## src/nlre_pkg.sv

```systemverilog
package nlre_pkg;

  localparam int COORD_BITS    = 24;
  localparam int TRIG_BITS     = 16;
  localparam int WANT_BITS     = 7;
  localparam int MAX_CONES_DEF = 64;

  localparam int CFG_IDX_BITS  = 3;
  localparam int CFG_DATA_BITS = COORD_BITS;

  localparam logic [CFG_IDX_BITS-1:0] CFG_VEHICLE_POS_X = 3'd0;
  localparam logic [CFG_IDX_BITS-1:0] CFG_VEHICLE_POS_Y = 3'd1;
  localparam logic [CFG_IDX_BITS-1:0] CFG_BEARING_COS   = 3'd2;
  localparam logic [CFG_IDX_BITS-1:0] CFG_BEARING_SIN   = 3'd3;
  localparam logic [CFG_IDX_BITS-1:0] CFG_CONES_WANTED  = 3'd4;

  typedef struct packed {
    logic signed [COORD_BITS-1:0] cone_pos_x;
    logic signed [COORD_BITS-1:0] cone_pos_y;
    logic                         final_cone;
  } in_item_t;

  typedef struct packed {
    logic signed [COORD_BITS-1:0] rel_x;
    logic signed [COORD_BITS-1:0] rel_y;
    logic                         last_of_run;
    logic                         start_in_view;
    logic                         none_found;
  } out_item_t;

  typedef struct packed {
    logic signed [COORD_BITS-1:0] vehicle_pos_x;
    logic signed [COORD_BITS-1:0] vehicle_pos_y;
    logic signed [TRIG_BITS-1:0]  bearing_cos;
    logic signed [TRIG_BITS-1:0]  bearing_sin;
    logic [WANT_BITS-1:0]         cones_wanted;
  } cfg_t;

  typedef struct packed {
    logic accept;
    logic setup;
    logic emit;
  } ctrl_cmd_t;

  typedef struct packed {
    logic final_done;
    logic out_free;
    logic run_last;
  } dp_status_t;

endpackage

```

## src/nlre_ctrl.sv

```systemverilog
module nlre_ctrl (
  input  logic                    clk_i,
  input  logic                    rst_ni,
  input  logic                    in_valid_i,
  input  logic                    in_final_i,
  input  nlre_pkg::dp_status_t    status_i,
  output logic                    in_stall_o,
  output nlre_pkg::ctrl_cmd_t     cmd_o
);

  localparam logic [1:0] ST_LOAD  = 2'd0;
  localparam logic [1:0] ST_DRAIN = 2'd1;
  localparam logic [1:0] ST_SETUP = 2'd2;
  localparam logic [1:0] ST_EMIT  = 2'd3;

  logic [1:0] state_q, state_d;

  always_comb begin
    state_d      = state_q;
    cmd_o.accept = 1'b0;
    cmd_o.setup  = 1'b0;
    cmd_o.emit   = 1'b0;
    case (state_q)
      ST_LOAD: begin
        cmd_o.accept = in_valid_i;
        if (in_valid_i && in_final_i) begin
          state_d = ST_DRAIN;
        end
      end
      ST_DRAIN: begin
        if (status_i.final_done) begin
          state_d = ST_SETUP;
        end
      end
      ST_SETUP: begin
        cmd_o.setup = 1'b1;
        state_d     = ST_EMIT;
      end
      ST_EMIT: begin
        if (status_i.out_free) begin
          cmd_o.emit = 1'b1;
          if (status_i.run_last) begin
            state_d = ST_LOAD;
          end
        end
      end
      default: begin
        state_d = ST_LOAD;
      end
    endcase
  end

  always_ff @(posedge clk_i or negedge rst_ni) begin
    if (!rst_ni) begin
      state_q <= ST_LOAD;
    end else begin
      state_q <= state_d;
    end
  end

  assign in_stall_o = (state_q != ST_LOAD);

endmodule

```

## config.mk

```make
export PLATFORM = sky130hd
export DESIGN_NAME = nlre_ctrl
export DESIGN_NICKNAME = d
export VERILOG_FILES = /design/src/nlre_pkg.sv /design/src/nlre_ctrl.sv
export SDC_FILE = /design/constraint.sdc
export NUM_CORES = 1
export LEC_CHECK = 0
export ABC_AREA = 1
export BUFFER_PORTS_ARGS = -buffer_cell sky130_fd_sc_hd__buf_2
export CAP_MARGIN = 20
export CORE_AREA = 10 10 47 49
export DETAILED_ROUTE_END_ITERATION = 12
export DIE_AREA = 0 0 57 59
export GPL_TIMING_DRIVEN = 0
export PLACE_DENSITY = 0.33
export SETUP_SLACK_MARGIN = 0.2
export SYNTH_ARGS = -nofsm -noshare
export SYNTH_HDL_FRONTEND = slang
export SYNTH_SLANG_ARGS = --single-unit
```

## constraint.sdc

```tcl
create_clock -name clk_i -period 1.1 [get_ports clk_i]
set_input_delay 0.165 -clock clk_i [delete_from_list [all_inputs] [get_ports clk_i]]
set_output_delay 0.165 -clock clk_i [all_outputs]
set_load 0.01 [all_outputs]
```

==> results of run 1 <==
==> layout by cell type, fill, tap and decap left out <==
cell,synthesis,routed
ha_4,0,2
nand2_2,2,2
dfrtp_1,2,1
clkbuf_4,0,3
inv_2,0,3
buf_4,0,3
nand2_4,0,2
buf_2,0,8
dlygate4sd3_1,0,1
buf_6,0,4
dfrtp_2,0,1
nand3_2,1,1
ha_2,0,2
nand4_1,2,2
nand2_1,10,8
ha_1,5,1
inv_1,8,5
==> synthesized netlist by cell type <==
master    n  area share, %
dfrtp_1   2             23
ha_1      5             29
inv_1     8             14
nand2_1  10             17
nand2_2   2            5.8
nand3_2   1            4.7
nand4_1   2            5.8
==> stage by stage <==
step | area [sq um] | setup WS (ns) | hold slack (ns) | util, %
6_report | 422 | -0.132 | 0.259 | 30.1
4_1_cts | 404 | -0.146 | 0.247 | 28.8
3_5_place_dp | 295 | 0.00340 | -0.0486 | 21.1
3_3_place_gp | 295 | 0.00299 | -0.0477 | 21.1
2_1_floorplan | 225 | 0.125 | -0.131 | -
5_1_grt | 422 | -0.208 | 0.249 | 30.1
==> worst max-delay path, cell delays in order, from the launching register on <==
cell and delay, ns:
dfrtp_2 0.43, inv_2 0.10, ha_4 0.15, nand2_2 0.05, inv_2 0.04, buf_6 0.09
==> layout make-up <==
class | count | area, sq um | area share (%)
Sequential cell | 2 | 51.3 | 12.2
Clock buffer | 3 | 22.5 | 5.34
Timing Repair Buffer | 16 | 118 | 27.9
Multi-Input combinational cell | 20 | 180 | 42.7
Tap cell | 16 | 20.0 | 4.75
Inverter | 8 | 30.0 | 7.12
==> layer usage <==
metal  global-route usage (%)  wire length, microns  vias to the layer above
li1                         -                     -                      129
met3                     2.36                    67                        0
met1                     3.58                   224                      101
met4                     3.02                     0                        0
met5                        0                     0                        -
met2                     5.89                   267                        7
==> path summary, 6_finish.rpt <==
path | start | end | slack [ns] | cells after the start
min in group clk_i | status_i[2] | state_q[0]$_DFFE_PN0P_ | 0.33 | 5
setup / recovery | state_q[1]$_DFFE_PN0P_ | cmd_o[2] | -0.13 | 5
hold reg to reg | state_q[1]$_DFFE_PN0P_ | state_q[1]$_DFFE_PN0P_ | 0.55 | 2
setup reg to reg | state_q[0]$_DFFE_PN0P_ | state_q[1]$_DFFE_PN0P_ | -0.02 | 7
max in group asynchronous | rst_ni | state_q[1]$_DFFE_PN0P_ | 0.73 | 2
hold / removal | rst_ni | state_q[0]$_DFFE_PN0P_ | 0.26 | 2
==> power groups by stage <==
stage / combinational (mW) / sequential (mW) / clock [mW]
floorplan: 0.364 / 0.155 / 0
global placement: 0.507 / 0.166 / 0
detailed placement: 0.495 / 0.168 / 0
CTS: 0.753 / 0.163 / 0.170
global route: 0.914 / 0.179 / 0.182
finish: 0.790 / 0.171 / 0.158
==> cell families after synthesis <==
kind of cell / after synthesis
AND/OR/NAND/NOR: 15
flip-flops: 2
adder cells (fa/ha/maj): 5
buffers and inverters: 8
==> timing repair <==
item	CTS	global route
gates resized for setup	8	3
setup endpoints to repair	6	6
pin swaps	5	3
hold buffers	1	0
cloned	0	0
hold endpoints to repair	2	0
setup buffers	4	1
==> results.md, run 1 <==
- Combinational share of power: 70.6%
- Sequential share of power: 15.3%
- CP required: 0.94 ns
- Switching power share of the total: 41.0%
- PnR Total Power: 1.12 mW
- Clock network fraction of total power: 14.1%
- Site Rows: 14
- Fin cells: 65
- RSZ-0062 raised after global routing: true
- Syn Area/Cell: 7.17 sq um
- Final wirelength: 559 microns
- Layout fillers: 162
- Post-route setup TNS: -0.523 ns
- First-pass GRT wire length: 1040 microns
- Die height: 59 microns
- Max Slew Vio Count: 0
- Number of global-route vias before repair: 275
- Critical path arrival: 1.07 ns
- Pleak: 0.239 nW
- # H-tree levels: 1
- Crit path max fanout: 4
- Synth Net Count: 42
- Max-slew headroom: 89.7%
- Tcrit/Tclk final: 112%
- Gr usage total: 3.81%
- Register name with the most flops: state_q
- Ratio of cells with drive above 1 in the final layout: 63.3%
- Fraction of the mapped netlist area in adder cells: 29.1%
- Synth Warn #: 0
- IO Pins: 11
- Peak supply drop: 0.862 mV
- Gr ovfl total: 0
- DRT antenna net count: 0
- Input/output buffers: 10
- Crit. End Element: primary output
- Status: complete, but fails checks
- Cts bufs inserted: 3
- Pin count of the biggest net entering global routing: 5
- Gpl congestion: 0.619
- Final Hold Fails: 0
- DIE WIDTH: 57 microns
- Max_cap viols: 0
- Compound-Gate Fraction of Synth Area: 0%
- Synth-to-Final Area Change: 95.9%
- Sequential fraction of the synthesis area: 23.3%
- Worst setup SP type: register
- Failing checks: setup timing
- TritonCTS sink count: 2
- Largest register FFs: 2
- Final setup vio count: 6
- Mux cell area share after synthesis: 0%
- DP Wirelength: 425 microns
- CTS tree: done
- Core outline area: 1400 sq um
- Die ar.: 3360 sq um
- Initial antenna violation count: 0
- Final worst slack: -0.132 ns
- Xor/xnor share of the synthesized area: 0%
- DR WL/cell: 8.60 microns
- Worst-Skew Late Latency: 0.22 ns
- First-pass iteration count of the detailed router: 2
- Initial DRC Count: 4
- PD cells: 2650 nW/um^2
- Vias: 237
- Worst hold path type: primary input to asynchronous set/reset pin
- Worst-path clk slew: 0.03 ns
- Internal: 0.660 mW
- FF+latch count, synth: 2
- Kind of critical path: register to primary output
- P_sw: 0.459 mW
- Synth Instances: 30
- Clk buf depth: 2
- Number of remaining DRC errors: 0
- Final min period: 1.23 ns
- Main combinational cell family by area after synthesis: simple AND/OR/NAND/NOR gates
- # diodes: 0
- Worst Skew: 0.00315 ns
- Clk root buf: clkbuf_4
- Dpl cells: 56
- Upper clock frequency limit: 0.812 GHz
- Starting Density: 15.4%
- Netlist Area Pre-Place: 215 sq um
- Top Registers: state_q: 2 flops
- Yosys cell types: 7
- Vias per inst: 3.65
- Nets: 63
- Worst Tran Pin Value: 0.155 ns
- Post-Synth Simple-Gate Area: 33.7%
Power figures use the tool's default switching activity.
==> inputs of run 2 (changes only) <==
Settings changed: SETUP_SLACK_MARGIN 0.2 to 0.02.
==> run 2 against run 1 <==
  * Critical path depth unchanged
  * Clock skew is essentially flat
  * The flow still finishes with violations (setup timing)
  * Via count down 3.0%
  * Worst setup slack lost 0.013 ns
  * Combinational power shrank 15%
  * First-iteration DRC count decreased by 100%
  * Highest routed layer unchanged
  * Register-to-register slack got worse by 0.03 ns
  * Cell area shrank 9.2%
  * Total power is 11% lower
  * Sequential power decreased by 5%
  * Global-route usage down 0.13 points
  * Sequential share of layout area rose by 0.91 points
==> results.md, run 2 (synthesized netlist as in run 1, its figures left out) <==
- Commonest non-fill, non-tap cell in the layout: buf_2
- Cts bufs inserted: 3 (unchanged)
- Initial DRC Count: 0 (-4)
- Clk root buf: clkbuf_4
- Fin area: 383 sq um (-9.2%)
- Clk buf depth: 2 (unchanged)
- Crit path max fanout: 4 (unchanged)
- Upper clock frequency limit: 0.803 GHz (-1.0%)
- Pin count of the biggest net entering global routing: 5 (unchanged)
- Vias per inst: 3.54 (-3.0%)
- Die ar.: 3360 sq um (unchanged)
- Register area: 50.0 sq um (-2.4%)
- Final setup vio count: 6 (unchanged)
- Most frequent cells in the layout: buf_2, nand2_1, inv_1, buf_4
- DRT antenna net count: 0 (unchanged)
- Gpl congestion: 0.581 (-6.0%)
- Worst-Skew Late Latency: 0.22 ns (about the same)
- Tcrit/Tclk final: 113% (+1.2 points)
- Initial antenna violation count: 0 (unchanged)
- DR WL/cell: 8.45 microns (-1.8%)
- # diodes: 0 (unchanged)
- DIE WIDTH: 57 microns (unchanged)
- Min Hold Slack: 0.257 ns (-0.00242 ns)
- Peak supply drop: 0.958 mV (+11%)
- First-pass iteration count of the detailed router: 1 (-1)
- CP peak stage delay: 0.41 ns (-0.02 ns)
- Area of the multi-input gates: 163 sq um (-9.7%)
- Worst path slowest cell: dfrtp_1
- DP Area: 285 sq um (-3.4%)
- Failing checks: setup timing
- Vias: 230 (-3.0%)
- Ratio of cells with drive above 1 in the final layout: 57.1% (-6.1 points)
- Worst setup SP type: register
- Gr usage total: 3.68% (-0.13 points)
- Final min period: 1.24 ns (+0.0131 ns)
- IO Pins: 11 (unchanged)
- Pleak: 0.231 nW (-3.4%)
- Dpl cells: 56 (unchanged)
- Worst Tran Pin Value: 0.160 ns (+0.00463 ns)
- # H-tree levels: 1 (unchanged)
- Fin cells: 65 (unchanged)
- Max Slew Vio Count: 0 (unchanged)
- Critical path arrival: 1.08 ns (about the same)
- CTS tree: done
- Input/output buffers: 10 (unchanged)
- Largest register FFs: 2 (unchanged)
- Die height: 59 microns (unchanged)
- Crit. End Element: primary output
- Crit path buf inv count: 3 (unchanged)
- Status: complete, but fails checks
- Crit path cell chain: inv_2 -> ha_4 -> nand2_2 -> inv_1 -> buf_2
- Worst hold path type: primary input to asynchronous set/reset pin
- Top Family by Delay on Critical Path: flip-flops
- Register name with the most flops: state_q
- CP required: 0.94 ns (about the same)
- Final Hold Fails: 0 (unchanged)
- Kind of critical path: register to primary output
- Max_cap viols: 0 (unchanged)
- First-pass GRT wire length: 986 microns (-5.3%)
- DP Wirelength: 431 microns (+1.4%)
- Core outline area: 1400 sq um (unchanged)
- Worst-path clk slew: 0.03 ns (about the same)
- Top Registers: state_q: 2 flops
- Final wirelength: 549 microns (-1.8%)
- TritonCTS sink count: 2 (unchanged)
- Final worst slack: -0.145 ns (-0.0131 ns)
- Number of global-route vias before repair: 271 (-1.5%)
- Worst Skew: 0.00267 ns (-0.000479 ns)
- RSZ-0062 raised after global routing: true
- FF-to-FF setup slack: -0.05 ns (-0.03 ns)
- Number of remaining DRC errors: 0 (unchanged)
- PD cells: 2590 nW/um^2 (-2.3%)
- Max-slew headroom: 89.4% (-0.31 points)
- Nets: 63 (unchanged)
- Pre-CTS setup slack: -0.0412 ns (-0.0446 ns)
- Layout fillers: 163 (+0.62%)
- Synth-to-Final Area Change: 77.9%
- Site Rows: 14 (unchanged)
- Starting Density: 15.4% (unchanged)
- Gr ovfl total: 0 (unchanged)
- Post-route setup TNS: -0.569 ns (-0.0467 ns)
-- run 2: cell counts in the layout (fill, tap and decap cells not counted) --
No cell type changed its count.
-- run 2: path summary, 6_finish.rpt --
check,start,to,cells after the start
max in group asynchronous,rst_ni,state_q[1]$_DFFE_PN0P_,2
min in group clk_i,in_final_i,state_q[1]$_DFFE_PN0P_,5
max reg2reg,state_q[0]$_DFFE_PN0P_,state_q[1]$_DFFE_PN0P_,7
min,rst_ni,state_q[0]$_DFFE_PN0P_,2
max,state_q[0]$_DFFE_PN0P_,cmd_o[2],5
min reg2reg,state_q[0]$_DFFE_PN0P_,state_q[0]$_DFFE_PN0P_,2
-- run 2: final cells by class --
cell class / instances / area share, %
clock buffer: 3 / 5.88
inverter: 8 / 7.84
sequential: 2 / 13.1
multi-input combinational: 20 / 42.5
tap: 16 / 5.23
timing repair buffer: 16 / 25.5
-- run 2: where the power goes --
part	internal, mW	switching, mW	total (mW)
clock network	0.120	0.0388	0.159
registers	0.115	0.0472	0.163
logic	0.341	0.331	0.672
-- run 2: through the flow --
step | util, % | power, mW
finish | 27.3 | 0.993
global placement | 20.4 | 0.636
CTS | 27.1 | 1.01
floorplan | - | 0.487
detailed placement | 20.4 | 0.631
global route | 27.3 | 1.12
-- run 2: routing by layer --
layer	routed length, microns	track usage [%]	vias up
li1	-	-	127
met3	75	2.36	0
met5	0	0	-
met1	229	2.98	92
met4	0	3.02	0
met2	243	6.20	11
-- run 2: timing repair --
item,4_1_cts,5_1_grt
endpoints found under the hold margin,2,0
buffers inserted,5,0
endpoints found under the setup margin,6,6
pin swaps,4,2
resized for setup,8,1
hold buffers,1,0
==> inputs of run 3 (changes only) <==
Settings changed: ABC_AREA 1 to default, CTS_BUF_LIST from default to sky130_fd_sc_hd__clkbuf_2, PLACE_DENSITY 0.33 to 0.3.
==> run 3 against run 2 <==
  * The flow still finishes with violations (setup timing)
  * Cell area fell by 13%
  * Non-clock buffer count shrank 1
  * Worst setup slack got worse by 0.23 ns
  * Cell count down 18%
  * Sequential cell count unchanged
  * Die area unchanged
  * First-iteration DRC count up 2
  * Clock-buffer cell count stayed put
==> results.md, run 3 <==
- R2R cell count: 4 (-3)
- Site Rows: 14 (unchanged)
- Count leader, synth: ha_1
- Internal: 0.538 mW (-6.6%)
- Peak supply drop: 1.00 mV (+4.7%)
- Clk buf depth: 2 (unchanged)
- Final wirelength: 535 microns (-2.6%)
- Worst-Skew Late Latency: 0.19 ns (-0.03 ns)
- Switching power share of the total: 38.8% (-3.1 points)
- EDFF count, synth: 0 (unchanged)
- DRT antenna net count: 0 (unchanged)
- Cts bufs inserted: 3 (unchanged)
- Gpl congestion: 0.706 (+21%)
- Number of remaining DRC errors: 0 (unchanged)
- Min Hold Slack: 0.289 ns (+0.0326 ns)
- FF-to-FF setup slack: -0.38 ns (-0.33 ns)
- Post-synth top area share: 34.0% (+4.9 points)
- Worst Tran Pin Value: 0.264 ns (+0.104 ns)
- Gr ovfl total: 0 (unchanged)
- Ys flop type: dfrtp_1
- Syn Area/Cell: 9.68 sq um (+35%)
- Worst Skew: 0.000716 ns (-0.00196 ns)
- Register name with the most flops: state_q
- Vias: 180 (-22%)
- TritonCTS sink count: 2 (unchanged)
- Tcrit/Tclk final: 134% (+21 points)
- Worst setup SP type: register
- Final setup vio count: 6 (unchanged)
- Worst-path clk slew: 0.03 ns (about the same)
- Kind of critical path: register to register
- DR WL/cell: 10.1 microns (+20%)
- Gr usage total: 3.59% (-0.082 points)
- Initial antenna violation count: 0 (unchanged)
- Crit path max fanout: 3 (-1)
- Die ar.: 3360 sq um (unchanged)
- P_sw: 0.342 mW (-18%)
- FF+latch count, synth: 2 (unchanged)
- Pin count of the biggest net entering global routing: 5 (unchanged)
- Vias per inst: 3.40 (-4.0%)
- Crit. End Element: register
- Worst hold path type: primary input to asynchronous set/reset pin
- Max-slew headroom: 82.4% (-6.9 points)
- FFs w/ async S/R, synth: 100% (unchanged)
- Synth Warn #: 0 (unchanged)
- R2R Path End: state_q[1]$_DFFE_PN0P_
- Upper clock frequency limit: 0.676 GHz (-16%)
- DIE WIDTH: 57 microns (unchanged)
- Max_cap viols: 0 (unchanged)
- Sequential share of power: 19.4% (+3.0 points)
- CP required: 1.17 ns (+0.23 ns)
- Pleak: 0.182 nW (-21%)
- Most frequent cells in the layout: buf_2, buf_4, clkbuf_2
- Commonest non-fill, non-tap cell in the layout: buf_2
- Area leader, netlist: ha_1
- Nets: 51 (-19%)
- Most frequent cells after synthesis: ha_1, inv_1, dfrtp_1, nand2_1
- Final Hold Fails: 0 (unchanged)
- Largest register FFs: 2 (unchanged)
- Clk root buf: clkbuf_2
- CTS tree: done
- Post-route setup TNS: -1.31 ns (-0.742 ns)
- # diodes: 0 (unchanged)
- First-pass iteration count of the detailed router: 4 (+3)
- Final min period: 1.48 ns (+0.234 ns)
- Die height: 59 microns (unchanged)
- Critical path arrival: 1.55 ns (+0.47 ns)
- Synth Net Count: 31 (-26%)
- Number of global-route vias before repair: 203 (-25%)
- Yosys cell types: 10 (+3)
- Status: complete, but fails checks
- Ratio of cells with drive above 1 in the final layout: 67.6% (+10 points)
- Netlist Area Pre-Place: 184 sq um (-15%)
- Core outline area: 1400 sq um (unchanged)
- Combinational share of power: 67.7% (about the same)
- IO Pins: 11 (unchanged)
- Synth-to-Final Area Change: 80.3%
- Failing checks: setup timing
- Top Registers: state_q: 2 flops
- Max Slew Vio Count: 0 (unchanged)
- Layout fillers: 158 (-3.1%)
- RSZ-0062 raised after global routing: true
- Starting Density: 13.1% (-2.2 points)
- Clock network fraction of total power: 12.9% (-3.1 points)
- PD cells: 2650 nW/um^2 (+2.3%)
- # H-tree levels: 1 (unchanged)
- Input/output buffers: 10 (unchanged)
- Worst R2R Start: state_q[0]$_DFFE_PN0P_
- Synth area leaders: ha_1, dfrtp_1, inv_1, mux2_1, a222oi_1
- First-pass GRT wire length: 855 microns (-13%)
- Synth Instances: 19 (-37%)
- Sequential fraction of the synthesis area: 27.2% (+4.0 points)
- Final worst slack: -0.379 ns (-0.234 ns)
- Initial DRC Count: 2 (+2)
[run 3: what timing repair did]
action,in CTS,in global routing
gates resized for setup,2,4
hold buffers,1,0
endpoints found under the hold margin,2,0
endpoints found under the setup margin,6,6
pin swaps,1,1
buffers inserted,4,0
gates cloned,0,0
[run 3: how the worst max path moves through the flow]
stage | from | endpoint | slack, ns | depth (start not counted)
floorplan | state_q[1]$_DFFE_PN0P_ | state_q[1]$_DFFE_PN0P_ | -0.39 | 4
global placement | state_q[0]$_DFFE_PN0P_ | state_q[1]$_DFFE_PN0P_ | -0.52 | 4
detailed placement | state_q[0]$_DFFE_PN0P_ | state_q[1]$_DFFE_PN0P_ | -0.56 | 4
CTS | state_q[1]$_DFFE_PN0P_ | state_q[1]$_DFFE_PN0P_ | -0.39 | 5
global route | state_q[1]$_DFFE_PN0P_ | state_q[1]$_DFFE_PN0P_ | -0.45 | 5
finish | state_q[0]$_DFFE_PN0P_ | state_q[1]$_DFFE_PN0P_ | -0.38 | 4
[run 3: through the flow]
stage	utilization (%)	area (sq um)	setup WS [ns]	cells	power [mW]
2_1_floorplan	-	186	-0.386	19	0.429
3_3_place_gp	18.3	256	-0.520	45	0.563
3_5_place_dp	18.3	256	-0.557	45	0.566
4_1_cts	22.5	315	-0.394	53	0.878
5_1_grt	23.7	332	-0.451	53	0.988
6_report	23.7	332	-0.379	53	0.880
[run 3: worst max-delay path, cell delays in order (launching register included)]
cell and delay [ns]:
dfrtp_2 0.43, ha_2 0.20, a222oi_1 0.27, buf_4 0.18, mux2_4 0.29
[run 3: logic make-up (layout without fill, tap and decap cells)]
logic type | after synthesis | count (layout) | share of synthesized area (%)
adder cells (fa/ha/maj) | 5 | 5 | 34.0
AND/OR/NAND/NOR | 5 | 5 | 13.6
buffers and inverters | 4 | 22 | 8.16
multiplexers | 2 | 2 | 11.6
flip-flops | 2 | 2 | 27.2
AO/OA/AOI/OAI | 1 | 1 | 5.44
[run 3: power groups by stage]
| stage | registers [mW] | clock network (mW) | logic, mW |
|---|---|---|---|
| after global placement | 0.160 | 0 | 0.403 |
| after global routing | 0.176 | 0.131 | 0.681 |
| after detailed placement | 0.161 | 0 | 0.405 |
| after CTS | 0.157 | 0.127 | 0.594 |
| after floorplan | 0.149 | 0 | 0.280 |
| final | 0.170 | 0.114 | 0.596 |
[run 3: layer usage]
layer / global-route usage, % / vias up / part of all wire [%]
li1: - / 97 / -
met1: 3.46 / 74 / 44
met2: 4.50 / 9 / 43
met3: 2.15 / 0 / 14
met4: 5.03 / 0 / 0
met5: 0 / - / 0
[run 3: area by class of cell]
class / instances / area [sq um] / share of cell area [%]
Sequential cell: 2 / 51.3 / 15.5
Timing Repair Buffer: 15 / 90.1 / 27.2
Tap cell: 16 / 20.0 / 6.04
Inverter: 4 / 15.0 / 4.53
Clock buffer: 3 / 15.0 / 4.53
Multi-Input combinational cell: 13 / 140 / 42.3
