--- src/nlre_pkg.sv ---
package nlre_pkg;

  localparam int COORD_BITS    = 24;
  localparam int TRIG_BITS     = 16;
  localparam int WANT_BITS     = 7;
  localparam int MAX_CONES_DEF = 64;

  localparam int CFG_IDX_BITS  = 3;
  localparam int CFG_DATA_BITS = COORD_BITS;

  localparam logic [CFG_IDX_BITS-1:0] CFG_VEHICLE_POS_X = 3'd0;
  localparam logic [CFG_IDX_BITS-1:0] CFG_VEHICLE_POS_Y = 3'd1;
  localparam logic [CFG_IDX_BITS-1:0] CFG_BEARING_COS   = 3'd2;
  localparam logic [CFG_IDX_BITS-1:0] CFG_BEARING_SIN   = 3'd3;
  localparam logic [CFG_IDX_BITS-1:0] CFG_CONES_WANTED  = 3'd4;

  typedef struct packed {
    logic signed [COORD_BITS-1:0] cone_pos_x;
    logic signed [COORD_BITS-1:0] cone_pos_y;
    logic                         final_cone;
  } in_item_t;

  typedef struct packed {
    logic signed [COORD_BITS-1:0] rel_x;
    logic signed [COORD_BITS-1:0] rel_y;
    logic                         last_of_run;
    logic                         start_in_view;
    logic                         none_found;
  } out_item_t;

  typedef struct packed {
    logic signed [COORD_BITS-1:0] vehicle_pos_x;
    logic signed [COORD_BITS-1:0] vehicle_pos_y;
    logic signed [TRIG_BITS-1:0]  bearing_cos;
    logic signed [TRIG_BITS-1:0]  bearing_sin;
    logic [WANT_BITS-1:0]         cones_wanted;
  } cfg_t;

  typedef struct packed {
    logic accept;
    logic setup;
    logic emit;
  } ctrl_cmd_t;

  typedef struct packed {
    logic final_done;
    logic out_free;
    logic run_last;
  } dp_status_t;

endpackage

--- src/nlre_cfg.sv ---
module nlre_cfg (
  input  logic                                clk_i,
  input  logic                                rst_ni,
  input  logic                                cfg_valid_i,
  input  logic [nlre_pkg::CFG_IDX_BITS-1:0]   cfg_index_i,
  input  logic [nlre_pkg::CFG_DATA_BITS-1:0]  cfg_data_i,
  output nlre_pkg::cfg_t                      cfg_o
);

  nlre_pkg::cfg_t cfg_q;

  always_ff @(posedge clk_i or negedge rst_ni) begin
    if (!rst_ni) begin
      cfg_q.vehicle_pos_x <= '0;
      cfg_q.vehicle_pos_y <= '0;
      cfg_q.bearing_cos   <= 16'sd16384;
      cfg_q.bearing_sin   <= '0;
      cfg_q.cones_wanted  <= 7'd8;
    end else if (cfg_valid_i) begin
      case (cfg_index_i)
        nlre_pkg::CFG_VEHICLE_POS_X: begin
          cfg_q.vehicle_pos_x <= cfg_data_i[nlre_pkg::COORD_BITS-1:0];
        end
        nlre_pkg::CFG_VEHICLE_POS_Y: begin
          cfg_q.vehicle_pos_y <= cfg_data_i[nlre_pkg::COORD_BITS-1:0];
        end
        nlre_pkg::CFG_BEARING_COS: begin
          cfg_q.bearing_cos <= cfg_data_i[nlre_pkg::TRIG_BITS-1:0];
        end
        nlre_pkg::CFG_BEARING_SIN: begin
          cfg_q.bearing_sin <= cfg_data_i[nlre_pkg::TRIG_BITS-1:0];
        end
        nlre_pkg::CFG_CONES_WANTED: begin
          cfg_q.cones_wanted <= cfg_data_i[nlre_pkg::WANT_BITS-1:0];
        end
        default: begin
        end
      endcase
    end
  end

  assign cfg_o = cfg_q;

endmodule

--- config.mk ---
export PLATFORM = sky130hd
export DESIGN_NAME = nlre_cfg
export DESIGN_NICKNAME = d
export VERILOG_FILES = /design/src/nlre_pkg.sv /design/src/nlre_cfg.sv
export SDC_FILE = /design/constraint.sdc
export NUM_CORES = 1
export LEC_CHECK = 0
export ABC_AREA = 1
export BUFFER_PORTS_ARGS = -buffer_cell sky130_fd_sc_hd__buf_2
export CAP_MARGIN = 40
export CORE_MARGIN = 4
export CORE_UTILIZATION = 40
export DETAILED_ROUTE_END_ITERATION = 6
export PLACE_DENSITY = 0.79
export SETUP_SLACK_MARGIN = 0.4
export SYNTH_ARGS = -nofsm -noshare
export SYNTH_HDL_FRONTEND = slang
export SYNTH_SLANG_ARGS = --single-unit
--- constraint.sdc ---
create_clock -name clk_i -period 0.8 [get_ports clk_i]
set_input_delay 0.04 -clock clk_i [delete_from_list [all_inputs] [get_ports clk_i]]
set_output_delay 0.04 -clock clk_i [all_outputs]
set_load 0.05 [all_outputs]
==> results of run 1 <==
[logic make-up after synthesis]
kind of cell,count (synthesis),synth area share [%]
buffers and inverters,26,4.20
DFF,87,62.6
and+or+nand+nor,274,33.2
[per-layer routing]
| metal | GRT usage (%) | wire length (um) |
|---|---|---|
| met1 | 24.1 | 4140 |
| met2 | 36.2 | 5520 |
| met3 | 7.23 | 887 |
| met4 | 4.40 | 200 |
| met5 | 0 | 7 |
[layout by cell type (no fill, tap or decap)]
master | synthesis | routed
buf_2 | 12 | 28
dfrtp_2 | 0 | 85
inv_2 | 3 | 3
clkinvlp_4 | 0 | 1
nand2_2 | 3 | 38
nand3_1 | 71 | 71
nand2_1 | 195 | 156
buf_4 | 7 | 18
nand2_4 | 0 | 4
dfstp_2 | 2 | 2
nor2_2 | 1 | 1
clkbuf_8 | 0 | 11
buf_12 | 0 | 9
nor2_4 | 4 | 4
buf_8 | 0 | 5
buf_6 | 1 | 103
inv_1 | 3 | 3
clkinv_2 | 0 | 2
clkbuf_1 | 0 | 2
[path summary, 6_finish.rpt]
| kind | end | slack, ns | from |
|---|---|---|---|
| worst max-delay path | cfg_o[37] | -0.31 | cfg_o[37]$_DFFE_PN1P_ |
| worst min register to register | cfg_o[50]$_DFFE_PN0P_ | 0.49 | cfg_o[50]$_DFFE_PN0P_ |
| worst max register to register | cfg_o[32]$_DFFE_PN0P_ | -0.06 | cfg_o[32]$_DFFE_PN0P_ |
| worst min-delay path | cfg_o[16]$_DFFE_PN0P_ | -0.38 | rst_ni |
| min in group clk_i | cfg_o[55]$_DFFE_PN0P_ | -0.06 | cfg_data_i[16] |
| max in group asynchronous | cfg_o[85]$_DFFE_PN0P_ | 0.69 | rst_ni |
[final cells by class]
cell class	instances	area (um^2)
Clock buffer	13	159
Clock inverter	3	17.5
Fill cell	615	2760
Inverter	6	22.5
Multi-Input combinational cell	274	1270
Sequential cell	87	2290
Tap cell	105	131
Timing Repair Buffer	163	1690
[power by group through the flow]
| stage | registers [mW] | clock network (mW) | logic, mW |
|---|---|---|---|
| floorplan | 8.85 | 0 | 0.745 |
| global placement | 5.87 | 0 | 5.13 |
| detailed placement | 5.91 | 0 | 5.21 |
| CTS | 6.06 | 2.84 | 6.50 |
| global route | 6.21 | 3.04 | 7.18 |
| finish | 6.12 | 2.75 | 6.85 |
[stage by stage]
| step | area [um^2] | hold slack [ns] | power [mW] |
|---|---|---|---|
| finish | 5580 | -0.378 | 15.7 |
| global route | 5580 | -0.383 | 16.4 |
| CTS | 5370 | -0.391 | 15.4 |
| detailed placement | 4480 | -0.00897 | 11.1 |
| global placement | 4480 | -0.0135 | 11.0 |
| floorplan | 3590 | -0.256 | 9.60 |
[what timing repair did]
item | CTS | global route
gates resized for setup | 199 | 44
pin swaps | 7 | 15
setup endpoints to repair | 174 | 174
endpoints found under the hold margin | 163 | 130
setup buffers | 11 | 11
==> impl_results.md, run 1 <==
- Outcome: finished with violations
- Failing checks: hold timing, setup timing
- Final Hold Fails: 129
- Post-synthesis instance area: 0.00348 mm^2
- Die height: 101 um
- TritonCTS clock tree: done
- Residual DRC: 0
- Sequential power share: 39.0%
- ANT nets after route: 0
- Top-area cell type share of the netlist area: 61.1%
- Final setup viols: 95
- Skew-Pair Late Insertion Delay: 0.33 ns
- Core Region: 0.00834 mm^2
- Peak VDD IR: 1.54 mV
- Crit end category: output port
- Prevailing post-synth register cell: dfrtp_1
- Final net count: 571
- Post-Route WL: 10800 um
- Worst EP required: 0.76 ns
- CP max FO: 2
- Ratio of cells with drive above 1 in the final layout: 57.5%
- Net Switching: 6.53 mW
- Combinational Power Share: 43.6%
- Post-synth EDFFs: 0
- PwrDens: 2820 mW/mm^2
- Mapped Cells: 387
- Maxcap violations: 0
- DR vias/cell: 5.00
- DP HPWL: 7190 um
- FF+latch count, synth: 87
- Synth warn: 0
- Relative slew slack: 73.8%
- Clock network fraction of total power: 17.5%
- CTS sink cnt: 87
- Crit-path cells: buf_8
- RSZ-0062 raised after global routing: yes
- Lkg Pwr: 2.84 nW
- Gpl congestion: 0.821
- Initial antenna violation count: 1
- Hold Crit Class: in2async
- Ant. Diodes: 0
- Avg WL per Cell: 16.5 um
- CP bufs+invs: 1
- Max reg flops: 87
- Die Width: 101 um
- Syn avg cell area: 9.00 um^2
- Area grow syn2layout: 60.2%
- CP max stage delay: 0.58 ns
- DR iter-0 viols: 87
- Worst setup margin: -0.310 ns
- WP data arrival: 1.07 ns
- Row cnt: 33
- Critical path class: reg2out
- Clk buf depth: 2
- Pre-antenna DRT Iters: 4
- Pint: 9.19 mW
- Setup tns final: -14.04 ns
- PortBufs: 116
- Skew final: 0 ns
- Routed via count: 3252
- Crit path depth: 1
- # IOs: 117
- Max-slew violations: 0
- First-pass GRT wire length: 16400 um
- Synth top cells by count: nand2_1 (195), dfrtp_1 (85), nand3_1 (71), buf_2 (12), buf_4 (7)
- Synth top area cells: dfrtp_1 (61%), nand2_1 (21%), nand3_1 (10%)
- Crit-path slowest cell: dfstp_2
- Cts bufs inserted: 9
- Fraction of registers with async set/reset: 100%
- Final non-filler cell total: 651
- Largest net degree at the start of global routing: 29
- Starting Density: 41.8%
- Top Family by Delay on Critical Path: flip-flops
- Min Tclk post-route: 1.11 ns
- Setup crit start kind: register
- Net Sw Frac: 41.6%
- Cell taking the most area after synthesis: dfrtp_1
- Final core utilization: 66.9%
- Worst slew pin tran: 0.392 ns
- FMAX: 901 MHz
- Fin Hold WS: -0.378 ns
- H-tree depth: 3
- Gr usage total: 20.5%
- Tcrit/Tclk final: 139%
- Most frequent cell after synthesis: nand2_1
- Worst Reg-to-Reg Cells: 4
- Post-Place Setup Slack: -0.228 ns
- Sequential share of the synthesized area: 62.6%
- Vias in the first global route: 3218
- Clock-pin slew on the worst setup and hold paths: 0.08 ns
- Post-Syn Nets: 417
- CTS root buf: clkbuf_8
- Global route overflow: 0
- Dpl cells: 613
- Count of cell types in the netlist: 12
- Die area: 0.0103 mm^2
Power figures use the tool's default switching activity.
==> run 2, diff against run 1 <==
--- a/config.mk
+++ b/config.mk
@@ -9,9 +9,9 @@
 export BUFFER_PORTS_ARGS = -buffer_cell sky130_fd_sc_hd__buf_2
 export CAP_MARGIN = 40
 export CORE_MARGIN = 4
-export CORE_UTILIZATION = 40
+export CORE_UTILIZATION = 45
 export DETAILED_ROUTE_END_ITERATION = 6
-export PLACE_DENSITY = 0.79
+export PLACE_DENSITY = 0.86
 export SETUP_SLACK_MARGIN = 0.4
 export SYNTH_ARGS = -nofsm -noshare
 export SYNTH_HDL_FRONTEND = slang
==> run 2 against run 1 <==
The run still ends with hold timing, setup timing left. Final area up 4.6%. Routed wire length rose by 20%. First-iteration DRC count is 89% higher. Largest power group unchanged. Sequential cell count unchanged. Sequential share of layout area decreased by 1.8 points. Setup slack about the same.
==> impl_results.md, run 2 (synthesized netlist as in run 1, its figures left out) <==
- Crit-path slowest cell: dfstp_2 (unchanged)
- RSZ-0062 raised after global routing: yes (unchanged)
- Ant. Diodes: 0 (unchanged)
- Core Region: 0.00737 mm^2 (was 0.00834 mm^2)
- Vias in the first global route: 3448 (was 3218)
- Net Sw Frac: 41.2% (was 41.6%)
- Residual DRC: 0 (unchanged)
- Lkg Pwr: 2.94 nW (was 2.84 nW)
- Failing checks: hold timing, setup timing (unchanged)
- Clock-pin slew on the worst setup and hold paths: 0.10 ns (was 0.08 ns)
- DR vias/cell: 5.34 (was 5.00)
- First-pass GRT wire length: 17000 um (was 16400 um)
- Crit end category: output port (unchanged)
- Skew-Pair Late Insertion Delay: 0.33 ns (about the same)
- WP data arrival: 1.07 ns (about the same)
- Combinational Power Share: 42.5% (was 43.6%)
- CTS sink cnt: 87 (unchanged)
- Maxcap violations: 0 (unchanged)
- Gr usage total: 24.5% (was 20.5%)
- Pint: 9.88 mW (was 9.19 mW)
- H-tree depth: 3 (unchanged)
- DR iter-0 viols: 164 (was 87)
- Crit-path cells: buf_8 (unchanged)
- PortBufs: 116 (unchanged)
- Avg WL per Cell: 19.7 um (was 16.5 um)
- Net Switching: 6.93 mW (was 6.53 mW)
- Min Tclk post-route: 1.11 ns (about the same)
- Routed via count: 3500 (was 3252)
- Die height: 96.0 um (was 101 um)
- Fin Hold WS: -0.440 ns (was -0.378 ns)
- FMAX: 901 MHz (about the same)
- Max-slew violations: 0 (unchanged)
- PwrDens: 2880 mW/mm^2 (was 2820 mW/mm^2)
- CP bufs+invs: 1 (unchanged)
- TritonCTS clock tree: done (unchanged)
- Worst slew pin tran: 0.291 ns (was 0.392 ns)
- Cts bufs inserted: 9 (unchanged)
- DP HPWL: 7070 um (was 7190 um)
- # IOs: 117 (unchanged)
- Pre-antenna DRT Iters: 4 (unchanged)
- Max reg flops: 87 (unchanged)
- CP max FO: 2 (unchanged)
- ANT nets after route: 0 (unchanged)
- Skew final: 0 ns (unchanged)
- Top Family by Delay on Critical Path: flip-flops (unchanged)
- Final setup viols: 95 (unchanged)
- Die area: 0.00921 mm^2 (was 0.0103 mm^2)
- Setup crit start kind: register (unchanged)
- Commonest cells after routing, fill and taps aside: nand2_1 (139), buf_6 (114), dfrtp_2 (85) (was nand2_1 (156), buf_6 (103), dfrtp_2 (85))
- CTS root buf: clkbuf_8 (unchanged)
- Final core utilization: 79.2% (was 66.9%)
- Post-Place Setup Slack: -0.229 ns (was -0.228 ns)
- Clock network fraction of total power: 20.8% (was 17.5%)
- Final Hold Fails: 121 (was 129)
- Sequential power share: 36.8% (was 39.0%)
- Final net count: 581 (was 571)
- Row cnt: 31 (was 33)
- Die Width: 96.0 um (was 101 um)
- Initial antenna violation count: 0 (was 1)
- Area grow syn2layout: 67.6% (was 60.2%)
- Worst setup margin: -0.310 ns (about the same)
- Gpl congestion: 0.822 (was 0.821)
- Post-Route WL: 12900 um (was 10800 um)
- Largest net degree at the start of global routing: 28 (was 29)
- Global route overflow: 0 (unchanged)
- Hold Crit Class: in2async (unchanged)
- Clk buf depth: 2 (unchanged)
- Relative slew slack: 80.6% (was 73.8%)
- Ratio of cells with drive above 1 in the final layout: 61.5% (was 57.5%)
- Peak VDD IR: 1.68 mV (was 1.54 mV)
- Tcrit/Tclk final: 139% (about the same)
- Critical path class: reg2out (unchanged)
- Outcome: finished with violations (unchanged)
- FILL cells: 417 (was 615)
- Commonest non-fill, non-tap cell in the layout: nand2_1 (unchanged)
- Starting Density: 47.3% (was 41.8%)
- CP max stage delay: 0.57 ns (was 0.58 ns)
- Worst EP required: 0.76 ns (about the same)
==> run 2: changes by cell type in the layout (fill, tap and decap cells not counted), moves of 2 or more <==
cell / before / now
nand2_2: 38 / 55
nand2_1: 156 / 139
bufinv_16: 0 / 2
buf_8: 5 / 2
clkbuf_16: 0 / 3
buf_4: 18 / 15
buf_6: 103 / 114
==> run 2: repair_timing <==
action / in CTS / in global routing
endpoints found under the setup margin: 174 / 174
pin swaps: 9 / 16
cloned: 0 / 5
hold endpoints to repair: 168 / 134
gates resized for setup: 201 / 65
setup buffers: 11 / 20
==> run 2: power groups by stage <==
stage                     combinational [mW]  sequential (mW)  clock (mW)
after global placement                  5.09             5.86           0
after CTS                               6.48             6.05        3.45
final                                   7.14             6.18        3.49
after floorplan                        0.745             8.85           0
after detailed placement                5.19             5.90           0
after global routing                    7.47             6.26        3.72
==> run 2: worst paths after layout <==
| path | start | end | slack, ns | depth (start not counted) |
|---|---|---|---|---|
| max in group asynchronous | rst_ni | cfg_o[1]$_DFFE_PN0P_ | 0.77 | 2 |
| worst min register to register | cfg_o[37]$_DFFE_PN1P_ | cfg_o[37]$_DFFE_PN1P_ | 0.48 | 2 |
| worst max-delay path | cfg_o[37]$_DFFE_PN1P_ | cfg_o[37] | -0.31 | 1 |
| min in group clk_i | cfg_data_i[19] | cfg_o[58]$_DFFE_PN0P_ | -0.06 | 3 |
| worst min-delay path | rst_ni | cfg_o[30]$_DFFE_PN0P_ | -0.44 | 1 |
| worst max register to register | cfg_o[12]$_DFFE_PN0P_ | cfg_o[12]$_DFFE_PN0P_ | -0.06 | 4 |
==> run 2: cell type report <==
| type | count | area, um^2 | area share [%] |
|---|---|---|---|
| clock buffers | 11 | 141 | 2.42 |
| multi-input cells | 275 | 1340 | 23.0 |
| flip-flops and latches | 87 | 2290 | 39.1 |
| repair buffers | 172 | 1840 | 31.5 |
| well taps | 99 | 124 | 2.12 |
| clock inverters | 5 | 81.3 | 1.39 |
| inverters | 6 | 22.5 | 0.386 |
==> run 2: per-stage QoR <==
stage | cells | area, um^2 | TNS (ns) | hold WS, ns | total power, mW
5_1_grt | 655 | 5840 | -18.12 | -0.436 | 17.4
3_3_place_gp | 603 | 4440 | -9.10 | -0.0623 | 11.0
2_1_floorplan | 387 | 3590 | -0.119 | -0.256 | 9.60
6_report | 655 | 5840 | -15.13 | -0.440 | 16.8
3_5_place_dp | 603 | 4440 | -12.92 | -0.0630 | 11.1
4_1_cts | 630 | 5380 | -15.11 | -0.439 | 16.0
==> run 2: per-layer routing <==
layer	wire length, um	track usage [%]	vias to the layer above
li1	-	-	1546
met3	1020	6.33	49
met5	0	0	-
met4	665	11.0	0
met2	6610	42.4	196
met1	4600	28.3	1709
==> run 3, diff against run 2 <==
--- a/config.mk
+++ b/config.mk
@@ -9,9 +9,9 @@
 export BUFFER_PORTS_ARGS = -buffer_cell sky130_fd_sc_hd__buf_2
 export CAP_MARGIN = 40
 export CORE_MARGIN = 4
-export CORE_UTILIZATION = 45
+export CORE_UTILIZATION = 30
 export DETAILED_ROUTE_END_ITERATION = 6
-export PLACE_DENSITY = 0.86
+export PLACE_DENSITY = 0.65
 export SETUP_SLACK_MARGIN = 0.4
 export SYNTH_ARGS = -nofsm -noshare
 export SYNTH_HDL_FRONTEND = slang
==> run 3 against run 2 <==
The run still ends with hold timing, setup timing left. Sequential share of layout area rose by 0.49 points. Die area grew 45%. Utilization is 29 points lower. Highest routed layer unchanged.
==> impl_results.md, run 3 (synthesized netlist as in run 1, its figures left out) <==
- Initial antenna violation count: 0 (unchanged)
- Max-slew violations: 0 (unchanged)
- Crit-path slowest cell: dfstp_2 (unchanged)
- Final Hold Fails: 124 (was 121)
- Skew final: 0 ns (unchanged)
- Crit-path cells: buf_8 (unchanged)
- Failing checks: hold timing, setup timing (unchanged)
- Final setup viols: 94 (was 95)
- Commonest non-fill, non-tap cell in the layout: nand2_1 (unchanged)
- Worst EP required: 0.76 ns (about the same)
- Skew-Pair Late Insertion Delay: 0.33 ns (about the same)
- CTS root buf: clkbuf_16 (was clkbuf_8)
- Min Tclk post-route: 1.10 ns (was 1.11 ns)
- Commonest cells after routing, fill and taps aside: nand2_1 (158), buf_6 (93), dfrtp_2 (85) (was nand2_1 (139), buf_6 (114), dfrtp_2 (85))
- FILL cells: 1033 (was 417)
- Ant. Diodes: 0 (unchanged)
- Starting Density: 30.6% (was 47.3%)
- Avg WL per Cell: 16.8 um (was 19.7 um)
- Relative slew slack: 83.1% (was 80.6%)
- PwrDens: 2970 mW/mm^2 (was 2880 mW/mm^2)
- Critical path class: reg2out (unchanged)
- DP HPWL: 7510 um (was 7070 um)
- Pint: 10.4 mW (was 9.88 mW)
- TritonCTS clock tree: done (unchanged)
- Area grow syn2layout: 65.6% (was 67.6%)
- Worst Reg-to-Reg Cells: 4 (unchanged)
- Tcrit/Tclk final: 137% (was 139%)
- Outcome: finished with violations (unchanged)
- # IOs: 117 (unchanged)
- Top Family by Delay on Critical Path: flip-flops (unchanged)
- Clock-pin slew on the worst setup and hold paths: 0.06 ns (was 0.10 ns)
- Core Region: 0.0114 mm^2 (was 0.00737 mm^2)
- Crit end category: output port (unchanged)
- Die area: 0.0134 mm^2 (was 0.00921 mm^2)
- Sequential power share: 35.9% (was 36.8%)
- Die Width: 116 um (was 96.0 um)
- Cts bufs inserted: 9 (unchanged)
- Net Switching: 6.75 mW (was 6.93 mW)
- Fin area: 0.00577 mm^2 (was 0.00584 mm^2)
- WP data arrival: 1.06 ns (was 1.07 ns)
- Power Total: 17.1 mW (was 16.8 mW)
- Clock network fraction of total power: 23.9% (was 20.8%)
- Setup tns final: -13.64 ns (was -15.13 ns)
- Row cnt: 39 (was 31)
- PortBufs: 116 (unchanged)
- DR vias/cell: 4.73 (was 5.34)
- Residual DRC: 0 (unchanged)
- Gpl congestion: 0.783 (was 0.822)
- Final non-filler cell total: 686 (was 655)
- Ratio of cells with drive above 1 in the final layout: 56.7% (was 61.5%)
- Peak VDD IR: 1.59 mV (was 1.68 mV)
- CTS sink cnt: 87 (unchanged)
- Fin Hold WS: -0.459 ns (was -0.440 ns)
- Final core utilization: 50.7% (was 79.2%)
- Global route overflow: 0 (unchanged)
- FMAX: 911 MHz (was 901 MHz)
- Largest net degree at the start of global routing: 63 (was 28)
- CP max stage delay: 0.56 ns (was 0.57 ns)
- Max reg flops: 87 (unchanged)
- Vias in the first global route: 3292 (was 3448)
- Reg2Reg Capture Point: cfg_o[49]$_DFFE_PN0P_ (was cfg_o[12]$_DFFE_PN0P_)
- Die height: 116 um (was 96.0 um)
- Net Sw Frac: 39.4% (was 41.2%)
- Pre-antenna DRT Iters: 4 (unchanged)
- Hold Crit Class: in2async (unchanged)
- FF-to-FF setup slack: -0.06 ns (about the same)
- Setup crit start kind: register (unchanged)
- Worst r2r src: cfg_o[49]$_DFFE_PN0P_ (was cfg_o[12]$_DFFE_PN0P_)
- Lkg Pwr: 2.88 nW (was 2.94 nW)
- Worst slew pin tran: 0.253 ns (was 0.291 ns)
- RSZ-0062 raised after global routing: yes (unchanged)
- Maxcap violations: 0 (unchanged)
- Worst setup margin: -0.298 ns (was -0.310 ns)
- ANT nets after route: 0 (unchanged)
- CP bufs+invs: 1 (unchanged)
- H-tree depth: 3 (unchanged)
- Post-Route WL: 11500 um (was 12900 um)
- Post-Place Setup Slack: -0.190 ns (was -0.229 ns)
- Gr usage total: 17.4% (was 24.5%)
- Combinational Power Share: 40.2% (was 42.5%)
- Final net count: 568 (was 581)
- First-pass GRT wire length: 17600 um (was 17000 um)
- Clk buf depth: 2 (unchanged)
- CP max FO: 2 (unchanged)
- Dpl cells: 646 (was 603)
- DR iter-0 viols: 173 (was 164)
- Routed via count: 3245 (was 3500)
- Placed cell areas: 0.00450 mm^2 (was 0.00444 mm^2)
## run 3: cell types whose count changed in the layout (fill, tap and decap cells not counted), sizes merged
cell / before / now
clkbuf: 14 / 13
bufinv: 2 / 1
buf: 169 / 159
nand2: 199 / 198
## run 3: area by class of cell
cell class | instances | area, um^2 | area share, %
clock buffer | 12 | 236 | 4.10
clock inverter | 4 | 47.5 | 0.824
inverter | 6 | 22.5 | 0.391
multi-input combinational | 274 | 1260 | 21.8
sequential | 87 | 2290 | 39.6
tap | 143 | 179 | 3.10
timing repair buffer | 160 | 1740 | 30.1
## run 3: worst max-delay path by stage
stage | slack, ns | to | cells after the start | start
2_1_floorplan | -0.06 | cfg_o[3]$_DFFE_PN1P_ | 2 | cfg_o[3]$_DFFE_PN1P_
3_3_place_gp | -0.15 | cfg_o[36]$_DFFE_PN0P_ | 5 | cfg_index_i[2]
3_5_place_dp | -0.19 | cfg_o[61]$_DFFE_PN0P_ | 5 | cfg_index_i[2]
4_1_cts | -0.31 | cfg_o[37] | 1 | cfg_o[37]$_DFFE_PN1P_
5_1_grt | -0.32 | cfg_o[37] | 1 | cfg_o[37]$_DFFE_PN1P_
6_report | -0.30 | cfg_o[37] | 1 | cfg_o[37]$_DFFE_PN1P_
## run 3: worst register-to-register path, cell delays in order, from the launching register on
cell and delay (ns):
dfrtp_2 0.43, buf_6 0.12, buf_6 0.10, nand2_2 0.05, nand2_1 0.05
## run 3: metal layers
metal	global-route usage [%]	share of wire [%]	up-vias
li1	-	-	1522
met1	21.1	40	1586
met2	29.2	51	115
met3	4.02	6.0	22
met4	8.43	2.5	0
met5	0	0	-
## run 3: power by group through the flow
stage | clock network [mW] | logic (mW) | registers (mW)
detailed placement | 0 | 5.22 | 5.91
floorplan | 0 | 0.745 | 8.85
global route | 4.36 | 7.24 | 6.24
global placement | 0 | 5.15 | 5.88
finish | 4.09 | 6.88 | 6.15
CTS | 4.19 | 6.48 | 6.08
## run 3: what timing repair did
action | in CTS | in global routing
gates resized for setup | 198 | 51
cloned | 0 | 1
pin swaps | 6 | 10
setup endpoints to repair | 174 | 174
hold endpoints to repair | 153 | 115
buffers inserted | 8 | 15
